$ cat src/rtl/core/gcrqc_ram.sv
module gcrqc_ram #(
  parameter int WIDTH = 8,
  parameter int DEPTH = 16
) (
  input  logic                     clk,
  input  logic                     wr_en,
  input  logic [$clog2(DEPTH)-1:0] wr_addr,
  input  logic [WIDTH-1:0]         wr_data,
  input  logic [$clog2(DEPTH)-1:0] rd_addr,
  output logic [WIDTH-1:0]         rd_data
);

  logic [WIDTH-1:0] mem [DEPTH];

  always_ff @(posedge clk) begin
    if (wr_en) begin
      mem[wr_addr] <= wr_data;
    end
    rd_data <= mem[rd_addr];
  end

endmodule

$ cat config.mk
export PLATFORM = sky130hd
export DESIGN_NAME = gcrqc_ram
export DESIGN_NICKNAME = d
export VERILOG_FILES = /design/src/rtl/core/gcrqc_ram.sv
export SDC_FILE = /design/constraint.sdc
export NUM_CORES = 1
export LEC_CHECK = 0
export ABC_AREA = 1
export ABC_CLOCK_PERIOD_IN_PS = 1200
export BUFFER_PORTS_ARGS = -buffer_cell sky130_fd_sc_hd__buf_2
export CAP_MARGIN = 15
export CORE_MARGIN = 3
export CORE_UTILIZATION = 40
export DETAILED_ROUTE_END_ITERATION = 8
export PLACE_DENSITY = 0.56
export SLEW_MARGIN = 20
export SYNTH_ARGS = -nofsm -noshare
export SYNTH_HDL_FRONTEND = slang
export SYNTH_SLANG_ARGS = --single-unit
$ cat constraint.sdc
create_clock -name clk -period 1.2 [get_ports clk]
set_input_delay 0.06 -clock clk [delete_from_list [all_inputs] [get_ports clk]]
set_output_delay 0.06 -clock clk [all_outputs]
set_load 0.05 [all_outputs]
Word level (Yosys, flattened, before mapping)
Memories as Yosys holds them, arrays and structs flattened. A register that Yosys moved wholly into a read port is not among the register bits.
Index checks and enable logic that the tools add are counted.
- flip-flop bits (word level): 0
- RAM bits: 128
- bits of input ports: 18
- output and inout bits: 8
- logic and storage cells: 3
- memories: 1
- memories (name ; words ; width ; rd ports ; clocked after Yosys merged registers in ; write ports ; line ; RTL):
    mem ; 16 ; 8 ; 1 ; 1 ; 1 ; 13 ; logic [WIDTH-1:0] mem [DEPTH];
- muxes and demuxes: 2
- operators by type and width (kind ; number):
    two-way mux 1 bit ; 2

Longest topological paths before layout
- word-level depth: 2
- mapped depth: 8
- depth with buffers taken out: 7

Least setup slack after synthesis
OpenSTA, ideal clock, no wires.
- path kind: input port to flip-flop
- start: input port wr_addr[2]
- end: memory mem[10][0] (enable)
- setup time: 370 ps
- arrival: 641 ps
- required time: 830 ps
- path slack: 189 ps
- stages on the path: 2
- buffers on the path: 0
- cells stage by stage: nand3b_1 > nor2_1
- RTL lines (what ; line ; RTL):
    start: declaration ; 7 ; input logic [$clog2(DEPTH)-1:0] wr_addr,
    end: declaration ; 13 ;
No word-level cell before the write port.

Worst setup path in the final report
- start: register rd_data[5], read port of mem
- end: output port rd_data[5]
- RTL lines (what ; line ; RTL):
    start: declaration ; 10 ; output logic [WIDTH-1:0] rd_data
No word-level cell between the ends.

==> flow_metrics.py <==
metrics = {
    "run_status": {
        "status": "finished clean",
    },
    "critical_path": {
        "path_max_fanout": 1,
        "crit_type": "flip-flop to output port",
        "worst-path-buf-inv": 1,
        "crit_chain": "buf_2",
        "reg2reg_depth": 6,
        "crit_required_ns": 1.14,
        "end_kind": "output port",
        "critPathSlowestCell": "dfxtp_1",
        "arrival_ns": 1.01,
        "crit_family": "flip-flops",
        "crit_cells": 1,
        "max_stage_delay_ns": 0.34,
        "cp-start-kind": "flip-flop",
    },
    "floorplan": {
        "die_area_sq_um": 15900,
        "die_w_microns": 126,
        "core_sq_um": 14000,
        "die_h_microns": 126,
        "rows": 43,
        "start_util_pct": 41.2,
        "io_pins": 26,
    },
    "placed_design": {
        "dp_worst_setup_slack_ns": 0.0120,
        "place_hpwl_microns": 8270,
        "portBuffers": 25,
        "place_area_sq_um": 6250,
        "gp_congestion": 0.775,
        "place_inst": 760,
    },
    "final_layout": {
        "nets": 617,
        "drive_gt1_share_pct": 14.1,
        "n_antenna_cell": 0,
        "fill_cells": 1272,
        "mostFrequentLayoutCells": "173 x nand2_1, 128 x edfxtp_1, 100 x inv_1",
        "seqCellArea_sq_um": 4000,
        "multi_input_comb_area_sq_um": 1210,
        "final_common_cell": "nand2_1",
        "fin_area_sq_um": 6830,
        "area_growth_pct": 18.4,
        "layoutNonFillerInstCount": 792,
        "fin_util_pct": 48.8,
    },
    "global_route": {
        "grt_pass1_vias": 3622,
        "grt.total_usage_pct": 17.1,
        "grt_first_pass_wirelength_microns": 20400,
        "grt_max_degree": 46,
        "antenna_found_initial": 0,
        "grt-ovfl-total": 0,
    },
    "synth": {
        "yosysTopAreaCellShare_pct": 66.7,
        "synth_seq_cells": 136,
        "synth_warnings": 0,
        "yosysSeqAreaShare_pct": 69.4,
        "synth_top_area_cell": "edfxtp_1",
        "synthCells": 551,
        "synth_area_sq_um": 5770,
        "syn_nets": 569,
        "netlist_top_cells_area": "edfxtp_1 67%, nand2_1 11%, nand3_1 8.4%",
        "avgSynthCellArea_sq_um": 10.5,
        "synthDistinctLibCells": 12,
    },
    "worst_hold_path": {
        "hold_path.class": "input port to flip-flop",
        "hold_depth": 3,
    },
    "clocking": {
        "clock-sinks": 136,
        "post_cts_buffers": 0,
        "cts_tree": "yes",
        "cts_buffer_depth": 2,
        "cts_inserted_buffers": 17,
        "clk_pin_slew_worst_paths_ns": 0.06,
        "cts_root_buf": "clkbuf_16",
        "cts_resized": 0,
        "cts_hold_buf": 0,
        "clock_latency_ns": 0.41,
        "cts_htree_levels": 4,
    },
    "pwr": {
        "swShare_pct": 23.0,
        "p_switching_mw": 2.57,
        "power_frac_comb_pct": 7.1,
        "clkPwrFrac_pct": 45.1,
        "power_density_nw_per_um2": 1640,
        "max-vdd-ir-drop_mv": 0.958,
        "p_leak_nw": 2.96,
        "seqPwrFrac_pct": 47.8,
        "p_int_mw": 8.60,
    },
    "timing": {
        "fin_setup_tns_ns": 0,
        "fmax_ghz": 0.936,
        "relSlewSlack_pct": 75.2,
        "hold_viol": 0,
        "period_needed_ns": 1.07,
        "setup_viol": 0,
        "setup_slack_ns": 0.131,
        "tightest_slew_ns": 0.371,
        "period_share_pct": 89.0,
        "grt_setup_unrepaired": "false",
        "drv_slew": 0,
        "finClkSkew_ns": 0.00748,
    },
    "drt": {
        "dr.pass1.iters": 4,
        "via_count": 3804,
        "drt-total-wl_microns": 13000,
        "viasPerCell": 4.80,
        "route.detailed.drc": 0,
        "route.detailed.wl_per_inst_microns": 16.5,
        "detail-route-antenna-nets": 0,
        "drt_iter0_drc": 358,
    },
    "job": {
        "max-cap-violations": 0,
    },
}
sequential cells by signal, indices dropped and copies added, names as in the netlist:
signal / cells
rd_data: 8
mem: 128
stage by stage:
stage | power (mW) | hold WS, ns
after floorplan | 5.92 | 0.159
after global placement | 6.23 | 0.439
after detailed placement | 6.24 | 0.437
after CTS | 11.3 | 0.00778
after global routing | 11.5 | 0.0248
final | 11.2 | 0.0230
kinds of logic (layout without fill, tap and decap cells):
family                 Yosys count  after routing  synth area share, %
buffers and inverters          126            187                 9.52
flip-flops                     136            136                 69.4
AND/OR/NAND/NOR                289            289                 21.0
per-layer routing:
metal / up-vias / track usage [%] / part of all wire (%)
li1: 1870 / - / -
met1: 1818 / 23.3 / 45
met2: 101 / 27.2 / 49
met3: 15 / 3.94 / 4.5
met4: 0 / 5.80 / 1.4
met5: - / 0 / 0
path summary, 6_finish.rpt:
check / startpoint / end / slack, ns
setup reg to reg: mem[3][4]$_DFFE_PP_ / rd_data[4]$_DFF_P_ / 0.18
hold / removal: rd_addr[3] / rd_data[2]$_DFF_P_ / 0.02
hold reg to reg: mem[13][5]$_DFFE_PP_ / rd_data[5]$_DFF_P_ / 0.65
setup / recovery: rd_data[5]$_DFF_P_ / rd_data[5] / 0.13
synth_stat cells:
cell	n
inv_2	2
nor2_1	17
nand3b_1	2
edfxtp_1	128
buf_2	13
dfxtp_1	8
buf_6	6
nand3_1	97
inv_1	100
buf_4	4
nand2_1	173
buf_1	1
power groups by stage:
stage | clock (mW) | sequential (mW) | combinational, mW
floorplan | 0 | 5.54 | 0.375
global placement | 0 | 5.44 | 0.797
detailed placement | 0 | 5.44 | 0.806
CTS | 5.10 | 5.34 | 0.809
global route | 5.31 | 5.35 | 0.885
finish | 5.03 | 5.34 | 0.798
final cells by class:
cell class | count | share of cell area [%]
Clock buffer | 17 | 6.23
Tap cell | 180 | 3.30
Inverter | 102 | 5.61
Sequential cell | 136 | 58.6
Multi-Input combinational cell | 289 | 17.8
Timing Repair Buffer | 53 | 6.19
Clock inverter | 15 | 2.25
Power figures use the tool's default switching activity.
