[src/rtl/core/gcrqc_pkg.sv]
package gcrqc_pkg;

  localparam int MAX_SAMPLES_DEF = 4096;
  localparam int COUNT_WIDTH_DEF = 24;

  localparam int OUT_W  = 24;
  localparam int IDX_W  = 12;
  localparam int RATE_W = 17;
  // widths sized for the largest sample count the block supports
  localparam int AC_W   = 18;
  localparam int PC_W   = 17;

  localparam logic [RATE_W-1:0] RATE_RESET = 17'd62259;

  localparam logic OP_GENO  = 1'b0;
  localparam logic OP_QUERY = 1'b1;

  localparam logic [1:0] GT_MISSING = 2'd0;
  localparam logic [1:0] GT_AA      = 2'd1;
  localparam logic [1:0] GT_AB      = 2'd2;
  localparam logic [1:0] GT_BB      = 2'd3;

  localparam logic [1:0] CLS_AUT   = 2'd0;
  localparam logic [1:0] CLS_X     = 2'd1;
  localparam logic [1:0] CLS_OTHER = 2'd2;

  localparam logic KIND_SNP    = 1'b0;
  localparam logic KIND_SAMPLE = 1'b1;

  typedef struct packed {
    logic             op;
    logic [1:0]       genotype;
    logic [1:0]       chrom_class;
    logic             last_sample;
    logic [IDX_W-1:0] sample_index;
  } in_item_t;

  typedef struct packed {
    logic              kind;
    logic [RATE_W-1:0] snp_call_rate_q16;
    logic [RATE_W-1:0] major_freq_q16;
    logic              major_is_b;
    logic              no_calls;
    logic              passed;
    logic [OUT_W-1:0]  sample_called;
    logic [OUT_W-1:0]  aut_called;
    logic [OUT_W-1:0]  aut_hets;
    logic [OUT_W-1:0]  x_called;
    logic [OUT_W-1:0]  x_hets;
    logic [OUT_W-1:0]  good_snp_count;
  } out_item_t;

  typedef struct packed {
    logic             is_query;
    logic [1:0]       cls;
    logic [IDX_W-1:0] idx;
    logic [AC_W-1:0]  a_cnt;
    logic [AC_W-1:0]  b_cnt;
    logic [PC_W-1:0]  miss;
    logic [PC_W-1:0]  n;
  } cmd_t;

  typedef struct packed {
    logic ready;
    logic snp_done;
  } bk_stat_t;

endpackage

[src/rtl/core/gcrqc_queue.sv]
module gcrqc_queue (
  input  logic            clk,
  input  logic            rst_n,
  input  logic            push,
  input  gcrqc_pkg::cmd_t push_cmd,
  input  logic            pop,
  output gcrqc_pkg::cmd_t head,
  output logic            empty,
  output logic            full
);

  gcrqc_pkg::cmd_t slot_r [2];
  logic       wp_r, rp_r;
  logic [1:0] cnt_r;

  assign empty = cnt_r == 2'd0;
  assign full  = cnt_r == 2'd2;
  assign head  = slot_r[rp_r];

  always_ff @(posedge clk) begin
    if (push) begin
      slot_r[wp_r] <= push_cmd;
    end
  end

  always_ff @(posedge clk) begin
    if (!rst_n) begin
      wp_r  <= 1'b0;
      rp_r  <= 1'b0;
      cnt_r <= 2'd0;
    end else begin
      if (push) begin
        wp_r <= !wp_r;
      end
      if (pop) begin
        rp_r <= !rp_r;
      end
      cnt_r <= cnt_r + 2'(push) - 2'(pop);
    end
  end

endmodule

[config.mk]
export PLATFORM = sky130hd
export DESIGN_NAME = gcrqc_queue
export DESIGN_NICKNAME = d
export VERILOG_FILES = /design/src/rtl/core/gcrqc_pkg.sv /design/src/rtl/core/gcrqc_queue.sv
export SDC_FILE = /design/constraint.sdc
export NUM_CORES = 1
export LEC_CHECK = 0
export BUFFER_PORTS_ARGS = -buffer_cell sky130_fd_sc_hd__buf_4
export CAP_MARGIN = 20
export CELL_PAD_IN_SITES_DETAIL_PLACEMENT = 1
export CELL_PAD_IN_SITES_GLOBAL_PLACEMENT = 2
export CORE_UTILIZATION = 38
export CTS_CLUSTER_DIAMETER = 50
export DETAILED_ROUTE_END_ITERATION = 10
export HOLD_SLACK_MARGIN = 0.12
export MAX_ROUTING_LAYER = met4
export PLACE_DENSITY = 0.76
export SETUP_SLACK_MARGIN = 0.05
export SLEW_MARGIN = 20
export SYNTH_ARGS = -nofsm -noshare
export SYNTH_HDL_FRONTEND = slang
export SYNTH_SLANG_ARGS = --single-unit
[constraint.sdc]
create_clock -name clk -period 5.55 [get_ports clk]
set_input_delay 0.555 -clock clk [delete_from_list [all_inputs] [get_ports clk]]
set_output_delay 0.555 -clock clk [all_outputs]
set_load 0.1 [all_outputs]
# After elaboration in Yosys (flattened, before gate mapping)
# Memories as Yosys holds them, arrays and structs flattened. A register that Yosys moved wholly into a read port is not among the register bits.
# Index checks and enable logic that the tools add are counted.
# Widths: inputs -> output; s select.
# word_totals
ff_bits,4
ramBits,170
input_bits,89
output_inout_bits,87
word_cells,14
memories,1
# classes
n_addsub,2
n_eq_ne,1
mux,4
n_reduce_logical,3
# mem_list
name,depth,word_bits,rd,rd_clocked_by_memory_dff,wr,line_no,source
slot_r,2,85,1,1,1,gcrqc_queue.sv:12,gcrqc_pkg::cmd_t slot_r [2];
# op_table
operator,n
$mux 1,4
$add 2x1->2,1
$eq 2x2->1 const B,1
$logic_not 1->1,2
$logic_not 2->1,1
$sub 2x1->2,1

# Logic depth before layout (Yosys ltp)
# logic_depth
ltp_word,3
ltp_mapped,6
ltp_nobuf,6

# Worst setup path before layout
# No wires, ideal clock.
# synth_timing
kind,in2reg
start,input push
end,memory slot_r[0][0] in the netlist's numbering (enable)
setup_ns,0.540
t_arrival_ns,4.297
required_ns,5.010
setup_slack_ns,0.713
path_stages,1
n_path_buf,0
path_cell_list,nor2b_1
# synth_between
elab_chain_len,2
# synth_rtl
item,line_no,source
from (decl),gcrqc_queue.sv:4,"input logic push,"
$mux 1,gcrqc_queue.sv:21,if (push) begin
$mux 1 (not written as such),gcrqc_queue.sv:22,slot_r[wp_r] <= push_cmd;
to (decl),gcrqc_queue.sv:12,
# Every way passes these cells.

==> results by group <==
Critical path
  – Category of the worst setup path capture point: output pin
  – Buf+Inv Stages, Crit Path: 2
  – Most repeated library cell on the critical path: sky130_fd_sc_hd__buf_4
  – Critical-path cell list: buf_4 > mux2_1 > buf_4
  – Cell type group with the largest total delay on the critical path: buffers and inverters
  – Crit-path max cell delay: 710 ps
  – Worst Path Class, Setup: register to output pin
  – Worst-path fanout max: 46
  – Data arrival time of the critical path: 2420 ps
  – Critical Path RT: 4990 ps
  – Cell type of the slowest stage on the worst timing path: sky130_fd_sc_hd__dfxtp_4
  – Startpoint class of the critical path: register

Floorplanning
  – Initial core utilization: 0.395
  – Total I/O pin count: 176
  – Width of the die: 131 um
  – Overall die area: 0.0173 sq mm
  – Core Region: 0.0161 sq mm
  – Std-Cell Rows: 46
  – Die height: 131 um

Clock tree
  – TritonCTS clock tree: done
  – Clock root buffer: sky130_fd_sc_hd__clkbuf_16
  – # clock sinks: 175
  – Clock transition at path regs: 60 ps
  – H-tree Lvls: 4
  – Maximum count of clock buffers along a single path: 2
  – Number of gates resized after cts: 0
  – Setup Buffers After CTS: 0
  – Cts-stage hold buffer count: 0
  – CTS buffer count: 17
  – Clk Latency, worst-skew pair: 420 ps

Timing
  – Setup skew after layout: 3.93 ps
  – Final period util: 0.535
  – Final total negative setup slack: 0 ps
  – Relative slew slack: 0.507
  – Period minus WS final: 2970 ps
  – FMAX: 336 MHz
  – Final setup viols: 0
  – RSZ-0062 raised after global routing: false
  – Max-slew violations: 0
  – Slew at the pin with the worst max-slew slack: 739 ps
  – Final Hold Violating Endpoints: 0

Synthesis
  – Post-synthesis sequential area ratio: 0.818
  – Avg Synthesized Cell Area: 22.3 sq um
  – Flops & latches, synth: 175
  – Synth warn: 0
  – Most used standard cells in the synthesized netlist: sky130_fd_sc_hd__edfxtp_1, sky130_fd_sc_hd__mux2_1, sky130_fd_sc_hd__mux2_2
  – Synthesized netlist net count: 376
  – Number of synthesized flops with an enable pin: 170
  – FFs w/ async S/R, synth: 0
  – Syn Inst Count: 285
  – Area share of the leading cell type in the synthesized netlist: 0.802
  – Number of distinct library cell variants in the gate-level netlist after synthesis: 15
  – Cell types occupying the most area after synthesis: sky130_fd_sc_hd__edfxtp_1, sky130_fd_sc_hd__mux2_1, sky130_fd_sc_hd__mux2_2
  – Dominant cell by count in the synthesized netlist: sky130_fd_sc_hd__edfxtp_1
  – Leading register cell type out of synthesis: sky130_fd_sc_hd__edfxtp_1
  – Most area-hungry cell type in the Yosys netlist: sky130_fd_sc_hd__edfxtp_1
  – Netlist area before placement: 0.00637 sq mm

Detailed routing
  – Vias: 3248
  – Post-DRT Antenna Nets: 0
  – Sum of routed wire length over all layers: 12800 um
  – Starting DRC count in detailed routing: 192
  – First-pass detailed-route iteration total: 6
  – Routed len/inst: 18.2 um
  – Drt drc: 0
  – Via density per instance: 4.62

Pwr
  – Leak Pwr: 3.19 nW
  – P per Cell Area: 415 mW/mm^2
  – Highest ir drop seen on vdd: 0.194 mV
  – Total power: 3.53 mW

Global route
  – Overall routing resource usage: 0.161
  – Total grt overflow: 0
  – Number of global-route vias before repair: 3583
  – Maximum number of pins on one net before global-route repair: 54
  – Initial antenna violation count: 0
  – Wire length of the first global-routing pass: 20100 um

Finish
  – Filler Cells Inserted: 1498
  – Syn-to-layout area delta: 33.8%
  – Register cell area after layout: 0.00521 sq mm
  – Net count of the finished layout: 566
  – Post-route core utilization: 0.528
  – Proportion of layout cells with a drive suffix above 1: 0.501
  – Antenna diode instance count: 0
  – Multi-input gate area: 0.00108 sq mm

Run
  – Max Cap Violations: 0

Place
  – HPWL after detailed placement: 8380 um
  – Placer Congestion: 0.707
  – Count of input and output buffers: 175

Status
  – Result of the run: finished, final reports clean

Hold path
  – Kind of path behind the tightest hold check: input port to register
-- kinds of logic after synthesis --
family / synth area share
DFF: 0.818
muxes: 0.150
buffers and inverters: 0.0136
and+or+nand+nor: 0.00845
xor gates and xnor gates: 0.00491
adders and majority gates: 0.00393
AOI/OAI and AO/OA: 0.00118
-- report_power, final --
part | switching (mW) | internal (mW)
registers | 0.0288 | 1.53
logic | 0.614 | 0.193
clock network | 0.469 | 0.699
total | 1.11 | 2.42
-- placed cells by master, fill, tap and decap left out --
cell type                    count
sky130_fd_sc_hd__dfxtp_4         1
sky130_fd_sc_hd__and2_1          3
sky130_fd_sc_hd__xnor3_1         1
sky130_fd_sc_hd__buf_4         179
sky130_fd_sc_hd__mux2_1         50
sky130_fd_sc_hd__clkinv_1        4
sky130_fd_sc_hd__ha_1            2
sky130_fd_sc_hd__bufinv_16       3
sky130_fd_sc_hd__and2_4          1
sky130_fd_sc_hd__mux2_2         35
sky130_fd_sc_hd__xor2_1          1
sky130_fd_sc_hd__nor2b_1         3
sky130_fd_sc_hd__nor2_1          1
sky130_fd_sc_hd__edfxtp_1      170
sky130_fd_sc_hd__clkinvlp_4      1
sky130_fd_sc_hd__o21a_1          1
sky130_fd_sc_hd__inv_1           2
sky130_fd_sc_hd__clkinv_2        3
sky130_fd_sc_hd__dfxtp_1         4
sky130_fd_sc_hd__clkbuf_16      17
sky130_fd_sc_hd__nor2b_4         1
sky130_fd_sc_hd__buf_16          1
sky130_fd_sc_hd__inv_6           2
sky130_fd_sc_hd__clkbuf_1        1
-- final cells by class --
class                           instances  area share
Sequential cell                       175       0.612
Timing Repair Buffer                  180       0.161
Multi-Input combinational cell         99       0.127
Clock buffer                           18      0.0504
Tap cell                              216      0.0317
Clock inverter                         13      0.0170
Inverter                                2    0.000881
-- worst paths after layout --
path,start,endpoint,slack (ps),depth (start not counted)
max,register,head[62],2580,3
min,push_cmd[14],slot_r[1][14]$_DFFE_PP_,320,1
max reg2reg,wp_r$_SDFFE_PN0P_,slot_r[1][58]$_DFFE_PP_,3580,2
min reg2reg,rp_r$_SDFFE_PN0P_,register,590,2
-- layer usage --
metal / GRT usage / vias to the layer above / routed length, um
li1: - / 1502 / -
met1: 0.193 / 1614 / 5310
met2: 0.252 / 120 / 6400
met3: 0.0513 / 12 / 873
met4: 0.0620 / 0 / 186
met5: - / - / 0
-- metrics by stage --
stage          instances  area, sq um  hold WS [ps]  worst slack (ps)
6_report             703         8520           319              2580
4_1_cts              703         8520           296              2470
3_5_place_dp         672         7940           592              2930
5_1_grt              703         8520           296              2390
2_1_floorplan        285         6370           555               713
3_3_place_gp         671         7920           556              2950
-- registers in the layout, summed over array words and instances, names as in the netlist, named ones only --
register	flops
cnt_r	2
rp_r	1
slot_r	170
wp_r	1
No activity file was read; power rests on OpenSTA's default activity.
