===== config.mk =====
export PLATFORM = sky130hd
export DESIGN_NAME = gcrqc_front
export DESIGN_NICKNAME = d
export VERILOG_FILES = /design/src/rtl/core/gcrqc_pkg.sv /design/src/rtl/core/gcrqc_front.sv
export SDC_FILE = /design/constraint.sdc
export NUM_CORES = 1
export LEC_CHECK = 0
export BUFFER_PORTS_ARGS = -buffer_cell sky130_fd_sc_hd__buf_2
export CAP_MARGIN = 25
export CORE_AREA = 2 2 89 91
export CTS_CLUSTER_DIAMETER = 150
export DETAILED_ROUTE_END_ITERATION = 8
export DIE_AREA = 0 0 91 93
export GPL_ROUTABILITY_DRIVEN = 0
export GPL_TIMING_DRIVEN = 0
export PLACE_DENSITY = 0.82
export SETUP_SLACK_MARGIN = 0.05
export SLEW_MARGIN = 20
export SYNTH_ARGS = -nofsm -noshare
export SYNTH_HDL_FRONTEND = slang
export SYNTH_SLANG_ARGS = --single-unit

===== constraint.sdc =====
create_clock -name clk -period 2.71 [get_ports clk]
set_input_delay 0.1355 -clock clk [delete_from_list [all_inputs] [get_ports clk]]
set_output_delay 0.1355 -clock clk [all_outputs]
set_load 0.02 [all_outputs]

===== src/rtl/core/gcrqc_pkg.sv =====
package gcrqc_pkg;

  localparam int MAX_SAMPLES_DEF = 4096;
  localparam int COUNT_WIDTH_DEF = 24;

  localparam int OUT_W  = 24;
  localparam int IDX_W  = 12;
  localparam int RATE_W = 17;
  // widths sized for the largest sample count the block supports
  localparam int AC_W   = 18;
  localparam int PC_W   = 17;

  localparam logic [RATE_W-1:0] RATE_RESET = 17'd62259;

  localparam logic OP_GENO  = 1'b0;
  localparam logic OP_QUERY = 1'b1;

  localparam logic [1:0] GT_MISSING = 2'd0;
  localparam logic [1:0] GT_AA      = 2'd1;
  localparam logic [1:0] GT_AB      = 2'd2;
  localparam logic [1:0] GT_BB      = 2'd3;

  localparam logic [1:0] CLS_AUT   = 2'd0;
  localparam logic [1:0] CLS_X     = 2'd1;
  localparam logic [1:0] CLS_OTHER = 2'd2;

  localparam logic KIND_SNP    = 1'b0;
  localparam logic KIND_SAMPLE = 1'b1;

  typedef struct packed {
    logic             op;
    logic [1:0]       genotype;
    logic [1:0]       chrom_class;
    logic             last_sample;
    logic [IDX_W-1:0] sample_index;
  } in_item_t;

  typedef struct packed {
    logic              kind;
    logic [RATE_W-1:0] snp_call_rate_q16;
    logic [RATE_W-1:0] major_freq_q16;
    logic              major_is_b;
    logic              no_calls;
    logic              passed;
    logic [OUT_W-1:0]  sample_called;
    logic [OUT_W-1:0]  aut_called;
    logic [OUT_W-1:0]  aut_hets;
    logic [OUT_W-1:0]  x_called;
    logic [OUT_W-1:0]  x_hets;
    logic [OUT_W-1:0]  good_snp_count;
  } out_item_t;

  typedef struct packed {
    logic             is_query;
    logic [1:0]       cls;
    logic [IDX_W-1:0] idx;
    logic [AC_W-1:0]  a_cnt;
    logic [AC_W-1:0]  b_cnt;
    logic [PC_W-1:0]  miss;
    logic [PC_W-1:0]  n;
  } cmd_t;

  typedef struct packed {
    logic ready;
    logic snp_done;
  } bk_stat_t;

endpackage


===== src/rtl/core/gcrqc_front.sv =====
module gcrqc_front #(
  parameter int MAX_SAMPLES = gcrqc_pkg::MAX_SAMPLES_DEF
) (
  input  logic                       clk,
  input  logic                       rst_n,
  input  logic                       in_valid,
  output logic                       in_stall,
  input  gcrqc_pkg::in_item_t        in_data,
  input  gcrqc_pkg::bk_stat_t        bk_stat,
  input  logic                       q_full,
  output logic                       q_push,
  output gcrqc_pkg::cmd_t            q_cmd,
  output logic                       gb_wr_en,
  output logic [$clog2(MAX_SAMPLES)-1:0] gb_wr_addr,
  output logic [1:0]                 gb_wr_data
);

  localparam int AW  = $clog2(MAX_SAMPLES);
  localparam int PW  = $clog2(MAX_SAMPLES + 1);
  localparam int CW2 = $clog2(2 * MAX_SAMPLES + 1);
  localparam int ACW = gcrqc_pkg::AC_W;
  localparam int PCW = gcrqc_pkg::PC_W;

  logic [PW-1:0]  pos_r, pos_nxt, miss_r, miss_nxt;
  logic [CW2-1:0] a_r, a_nxt, b_r, b_nxt;
  logic           snp_busy_r;
  logic           acc, geno, room;

  assign in_stall = !bk_stat.ready || q_full ||
                    (in_data.op == gcrqc_pkg::OP_GENO && snp_busy_r);
  assign acc  = in_valid && !in_stall;
  assign geno = acc && in_data.op == gcrqc_pkg::OP_GENO;
  assign room = pos_r < PW'(MAX_SAMPLES);

  assign gb_wr_en   = geno && room;
  assign gb_wr_addr = pos_r[AW-1:0];
  assign gb_wr_data = in_data.genotype;

  always_comb begin
    pos_nxt  = pos_r;
    miss_nxt = miss_r;
    a_nxt    = a_r;
    b_nxt    = b_r;
    if (gb_wr_en) begin
      pos_nxt = pos_r + PW'(1);
      case (in_data.genotype)
        gcrqc_pkg::GT_MISSING: miss_nxt = miss_r + PW'(1);
        gcrqc_pkg::GT_AA:      a_nxt = a_r + CW2'(2);
        gcrqc_pkg::GT_AB: begin
          a_nxt = a_r + CW2'(1);
          b_nxt = b_r + CW2'(1);
        end
        default:               b_nxt = b_r + CW2'(2);
      endcase
    end
  end

  assign q_push = acc && (in_data.op == gcrqc_pkg::OP_QUERY || in_data.last_sample);

  always_comb begin
    q_cmd.is_query = in_data.op == gcrqc_pkg::OP_QUERY;
    q_cmd.cls      = in_data.chrom_class;
    q_cmd.idx      = in_data.sample_index;
    q_cmd.a_cnt    = ACW'(a_nxt);
    q_cmd.b_cnt    = ACW'(b_nxt);
    q_cmd.miss     = PCW'(miss_nxt);
    q_cmd.n        = PCW'(pos_nxt);
  end

  always_ff @(posedge clk) begin
    if (!rst_n) begin
      pos_r      <= '0;
      miss_r     <= '0;
      a_r        <= '0;
      b_r        <= '0;
      snp_busy_r <= 1'b0;
    end else begin
      if (geno && in_data.last_sample) begin
        pos_r      <= '0;
        miss_r     <= '0;
        a_r        <= '0;
        b_r        <= '0;
        snp_busy_r <= 1'b1;
      end else begin
        pos_r  <= pos_nxt;
        miss_r <= miss_nxt;
        a_r    <= a_nxt;
        b_r    <= b_nxt;
        if (bk_stat.snp_done) begin
          snp_busy_r <= 1'b0;
        end
      end
    end
  end

endmodule


Word-level counts from Yosys, hierarchy flattened
Index checks and enable logic that the tools add are counted.
Storage, ports and cells
  register bits after elaboration: 55
  logic and storage cells: 40
Operators by class
  bitwise operators: 2
  add/subtract/negate cells: 6
  reduce and logical (&&, ||, !) cells: 15
  equal/unequal tests: 2
  multiplexer cells: 9
  magnitude comparators: 1
Operators with widths (number)
  case mux 14 bit (2 select lines): 2
  two-way mux 13 bit: 3
  adder 14 x 1 -> 14 bit (second input constant): 2
  adder 14 x 2 -> 14 bit (second input constant): 2
  two-way mux 14 bit: 2
  adder 13 x 1 -> 13 bit (second input constant): 2
  < comparator 13 bit (second input constant): 1
  logical AND 1 bit: 6
  OR reduction 2 bit: 2
  logical OR 1 bit: 3
  == test 2 x 1 -> 1 bit (second input constant): 1
  == test 2 bit (second input constant): 1
  zero test 1 bit: 2
  zero test 2 bit: 1
  two-way mux 1 bit: 2
  NOT 1 bit: 2
  nonzero test 2 bit: 1

Logic depth before layout (Yosys ltp)
  word-level depth: 8
  gate-level depth with buffers: 8
  mapped depth without buffers: 6

Worst setup path after synthesis
No wires, ideal clock.
  path type: reg-to-output
  start point: register snp_busy_r
  end point: output q_cmd[38] in the netlist's numbering
  data arrival time: 2.151 ns
  cell stages (with the launch flop): 8
  buffers on the path: 2
  slack: 0.424 ns
  cell sequence: dfxtp_1 > buf_6 > nor4b_1 > nand3_1 > inv_1 > buf_1 > a21oi_1 > a21oi_1
RTL lines
  start, declared: RTL line gcrqc_front.sv:26  | logic snp_busy_r;
  start signal, assigned: RTL line gcrqc_front.sv:76  | snp_busy_r <= 1'b0;
  start signal, assigned: RTL line gcrqc_front.sv:83  | snp_busy_r <= 1'b1;
  start signal, assigned: RTL line gcrqc_front.sv:90  | snp_busy_r <= 1'b0;
  end, declared: RTL line gcrqc_front.sv:12  | output gcrqc_pkg::cmd_t q_cmd,

==> results.toml <==
[synthesis]
async_flop_share = 0
yosys.area_share.adder = 0.0326
synth_top_family_by_area = "simple AND/OR/NAND/NOR gates"
synth_edf_count = 0
synth-compound-area-share = 0.231
synthFlopType = "dfxtp_1"
yosys.area_share.simple = 0.290
synth_xor_xnor_area_share = 0.0160
synth.avg_cell_area_um2 = 7.65
ys_ff_latch = 55
ys_types = 63
seq_area_frac_synth = 0.287
yosys_warnings = 0
synthMuxAreaShare = 0.00588
synthCells = 501
syn-cell-area_um2 = 3830

[placed_design]
place_ws_ns = 0.116
place_area_um2 = 4490
dpl.hpwl_um = 7920
place_inst = 713
port-buffer-count = 95

[global_routing]
use_met1 = 0.297
globalRouteMet2Util = 0.406
grt_max_degree = 17
grt_remaining_overflow = 0
grt_use_total = 0.239
use_met3 = 0.0419
antenna_found_initial = 0
grt-busiest-layer = "met2"
grt_pass1_vias = 3659
grt_pass1_wl_um = 16800

[worst_hold_path]
holdPathStages = 2
hold_end = "snp_busy_r"
hp-start = "rst_n"
hp-class = "primary input to flip-flop"

[die]
io_pins = 126
die_w_um = 91
die-height_um = 93
coreArea_um2 = 7530
fp.dieArea_um2 = 8460
fp-row-count = 32
start_util = 0.509

[timing]
period_minus_slack_ns = 2.62
rsz0062_at_grt = "no"
report.final.slew_viol_count = 0
fin_skew_ns = 0.00696
final.period_utilization = 0.966
layout_setup_ws_ns = 0.0911
slew_headroom = 0.364
report.final.hold_viol_count = 0
finalSetupViolCount = 0
worstMarginPinSlew_ns = 0.945
timing.fmax_mhz = 382
fin_hold_ws_ns = 0.0556
fin_setup_tns_ns = 0

[job]
maxCapViolCount = 0

[clocking]
cts_buffers = 5
clock_latency_ns = 0.32
htreeDepth = 2
cts_buffer_depth = 2
cts_tree = "yes"
cts-root-buf = "clkbuf_8"
cts_hold_buf = 0
clkSinkCount = 55
path_clk_slew_ns = 0.10

[power]
max-vdd-ir-drop_mv = 0.298
power_leakage_nw = 2.16
powerDensity_nw_per_um2 = 343

[cells_and_area]
layout.nets = 655
drive_above_1_share = 0.287
area_delta_synth_final_pct = 22.4
postLayoutCellArea_um2 = 4690
diodes = 0
finalNonFillerCells = 723

[setup_path]
path_class = "flip-flop to output pin"
r2r-start = "snp_busy_r"
start_kind = "flip-flop"
cp-end-kind = "output pin"
rr_worst_depth = 8
crit_start = "snp_busy_r"
timing.rr.end = "a_r[3]"
r2r_slack_ns = 0.43
critPathArrivalTime_ns = 2.48
cp.required_ns = 2.57
cp_max_fo = 7

[route]
drt_iter0_markers = 255
drt-pass1-iter-count = 5
wl_per_cell_um = 14.7
postRouteAntennaNets = 0
wl_um = 10600
route.detailed.drc = 0
vias = 4173
vias_per_cell = 5.77

[run_status]
status = "finished, final reports clean"
what timing repair did:
action | CTS | global route
resized for setup | 13 | 11
buffers inserted | 3 | 3
endpoints found under the setup margin | 16 | 17
pin swaps | 3 | 3
cell usage after synthesis (12+ instances only):
cell	n	area, µm²
dfxtp_1	55	1100
nand2_1	49	184
buf_4	45	338
a21oi_1	42	210
o21ai_0	29	145
clkbuf_1	23	86.3
nand3_1	22	110
a31oi_1	17	106
nor2_1	17	63.8
inv_1	16	60.1
nand4_1	15	93.8
nor2b_1	14	87.6
or3_1	12	75.1
or4_1	12	90.1
per-layer routing:
| layer | wire length, µm | share of wire |
|---|---|---|
| met1 | 4590 | 0.43 |
| met4 | 236 | 0.022 |
| met2 | 5070 | 0.48 |
| met5 | 0 | 0 |
| met3 | 743 | 0.070 |
layout by cell type, fill, tap and decap left out, drive strengths merged, types with 5 or more instances in the layout:
master,synthesis,final
or3,12,12
nor3,9,9
nand3,22,22
nand3b,6,6
nand4,15,15
dfxtp,55,55
or4,12,12
a311oi,6,6
nor2b,14,14
buf,50,150
xnor2,6,6
o31ai,10,10
ha,10,10
nand4b,5,5
and4,5,5
nor2,17,17
o21ai,29,29
a31oi,17,17
a21oi,42,42
conb,1,16
and3,8,8
inv,16,16
nor4,7,7
clkbuf,23,26
a211oi,5,5
a41oi,5,5
nand2,49,49
logic make-up (layout without fill, tap and decap cells):
kind of cell    after synthesis  after routing
simple gates                198            198
xor+xnor                      7              7
mux                           2              2
buf+inv                      89            194
compound gates              139            139
fa+ha+maj                    10             10
flops                        55             55
other cells                   1             16
state kept, by name, summed over array words and instances, names as in the netlist:
name and count:
a_r 14, b_r 14, miss_r 13, pos_r 13, snp_busy_r 1
report_power, final:
part	switching, mW	internal, mW
clock network	0.287	0.271
logic	0.148	0.0915
registers	0.00314	0.809
total	0.439	1.17
worst max-delay path by stage:
stage	end	cells past startpoint
final	q_cmd[65]	7
after global routing	q_cmd[25]	7
after CTS	q_cmd[55]	8
after detailed placement	q_cmd[61]	9
after global placement	q_cmd[61]	9
after floorplan	q_cmd[38]	7
metrics by stage:
| stage | utilization | power [mW] |
|---|---|---|
| 2_1_floorplan | - | 0.997 |
| 3_3_place_gp | 0.597 | 1.05 |
| 3_5_place_dp | 0.597 | 1.05 |
| 4_1_cts | 0.618 | 1.61 |
| 5_1_grt | 0.623 | 1.67 |
| 6_report | 0.623 | 1.61 |
layout make-up:
cell class / instances / area (µm²)
fill: 702 / 2840
multi-input combinational: 372 / 2310
sequential: 55 / 1110
timing repair buffer: 101 / 529
buffer: 70 / 450
tap: 102 / 128
clock buffer: 5 / 68.8
inverter: 16 / 60.1
clock inverter: 2 / 37.5
critical path: stages (launching register included):
cell     delay, ns
dfxtp_4       0.38
or4b_4        0.52
buf_6         0.14
or2_4         0.23
buf_6         0.13
or4b_4        0.55
nand3_2       0.09
buf_6         0.12
(Power assumes the default switching activity.)
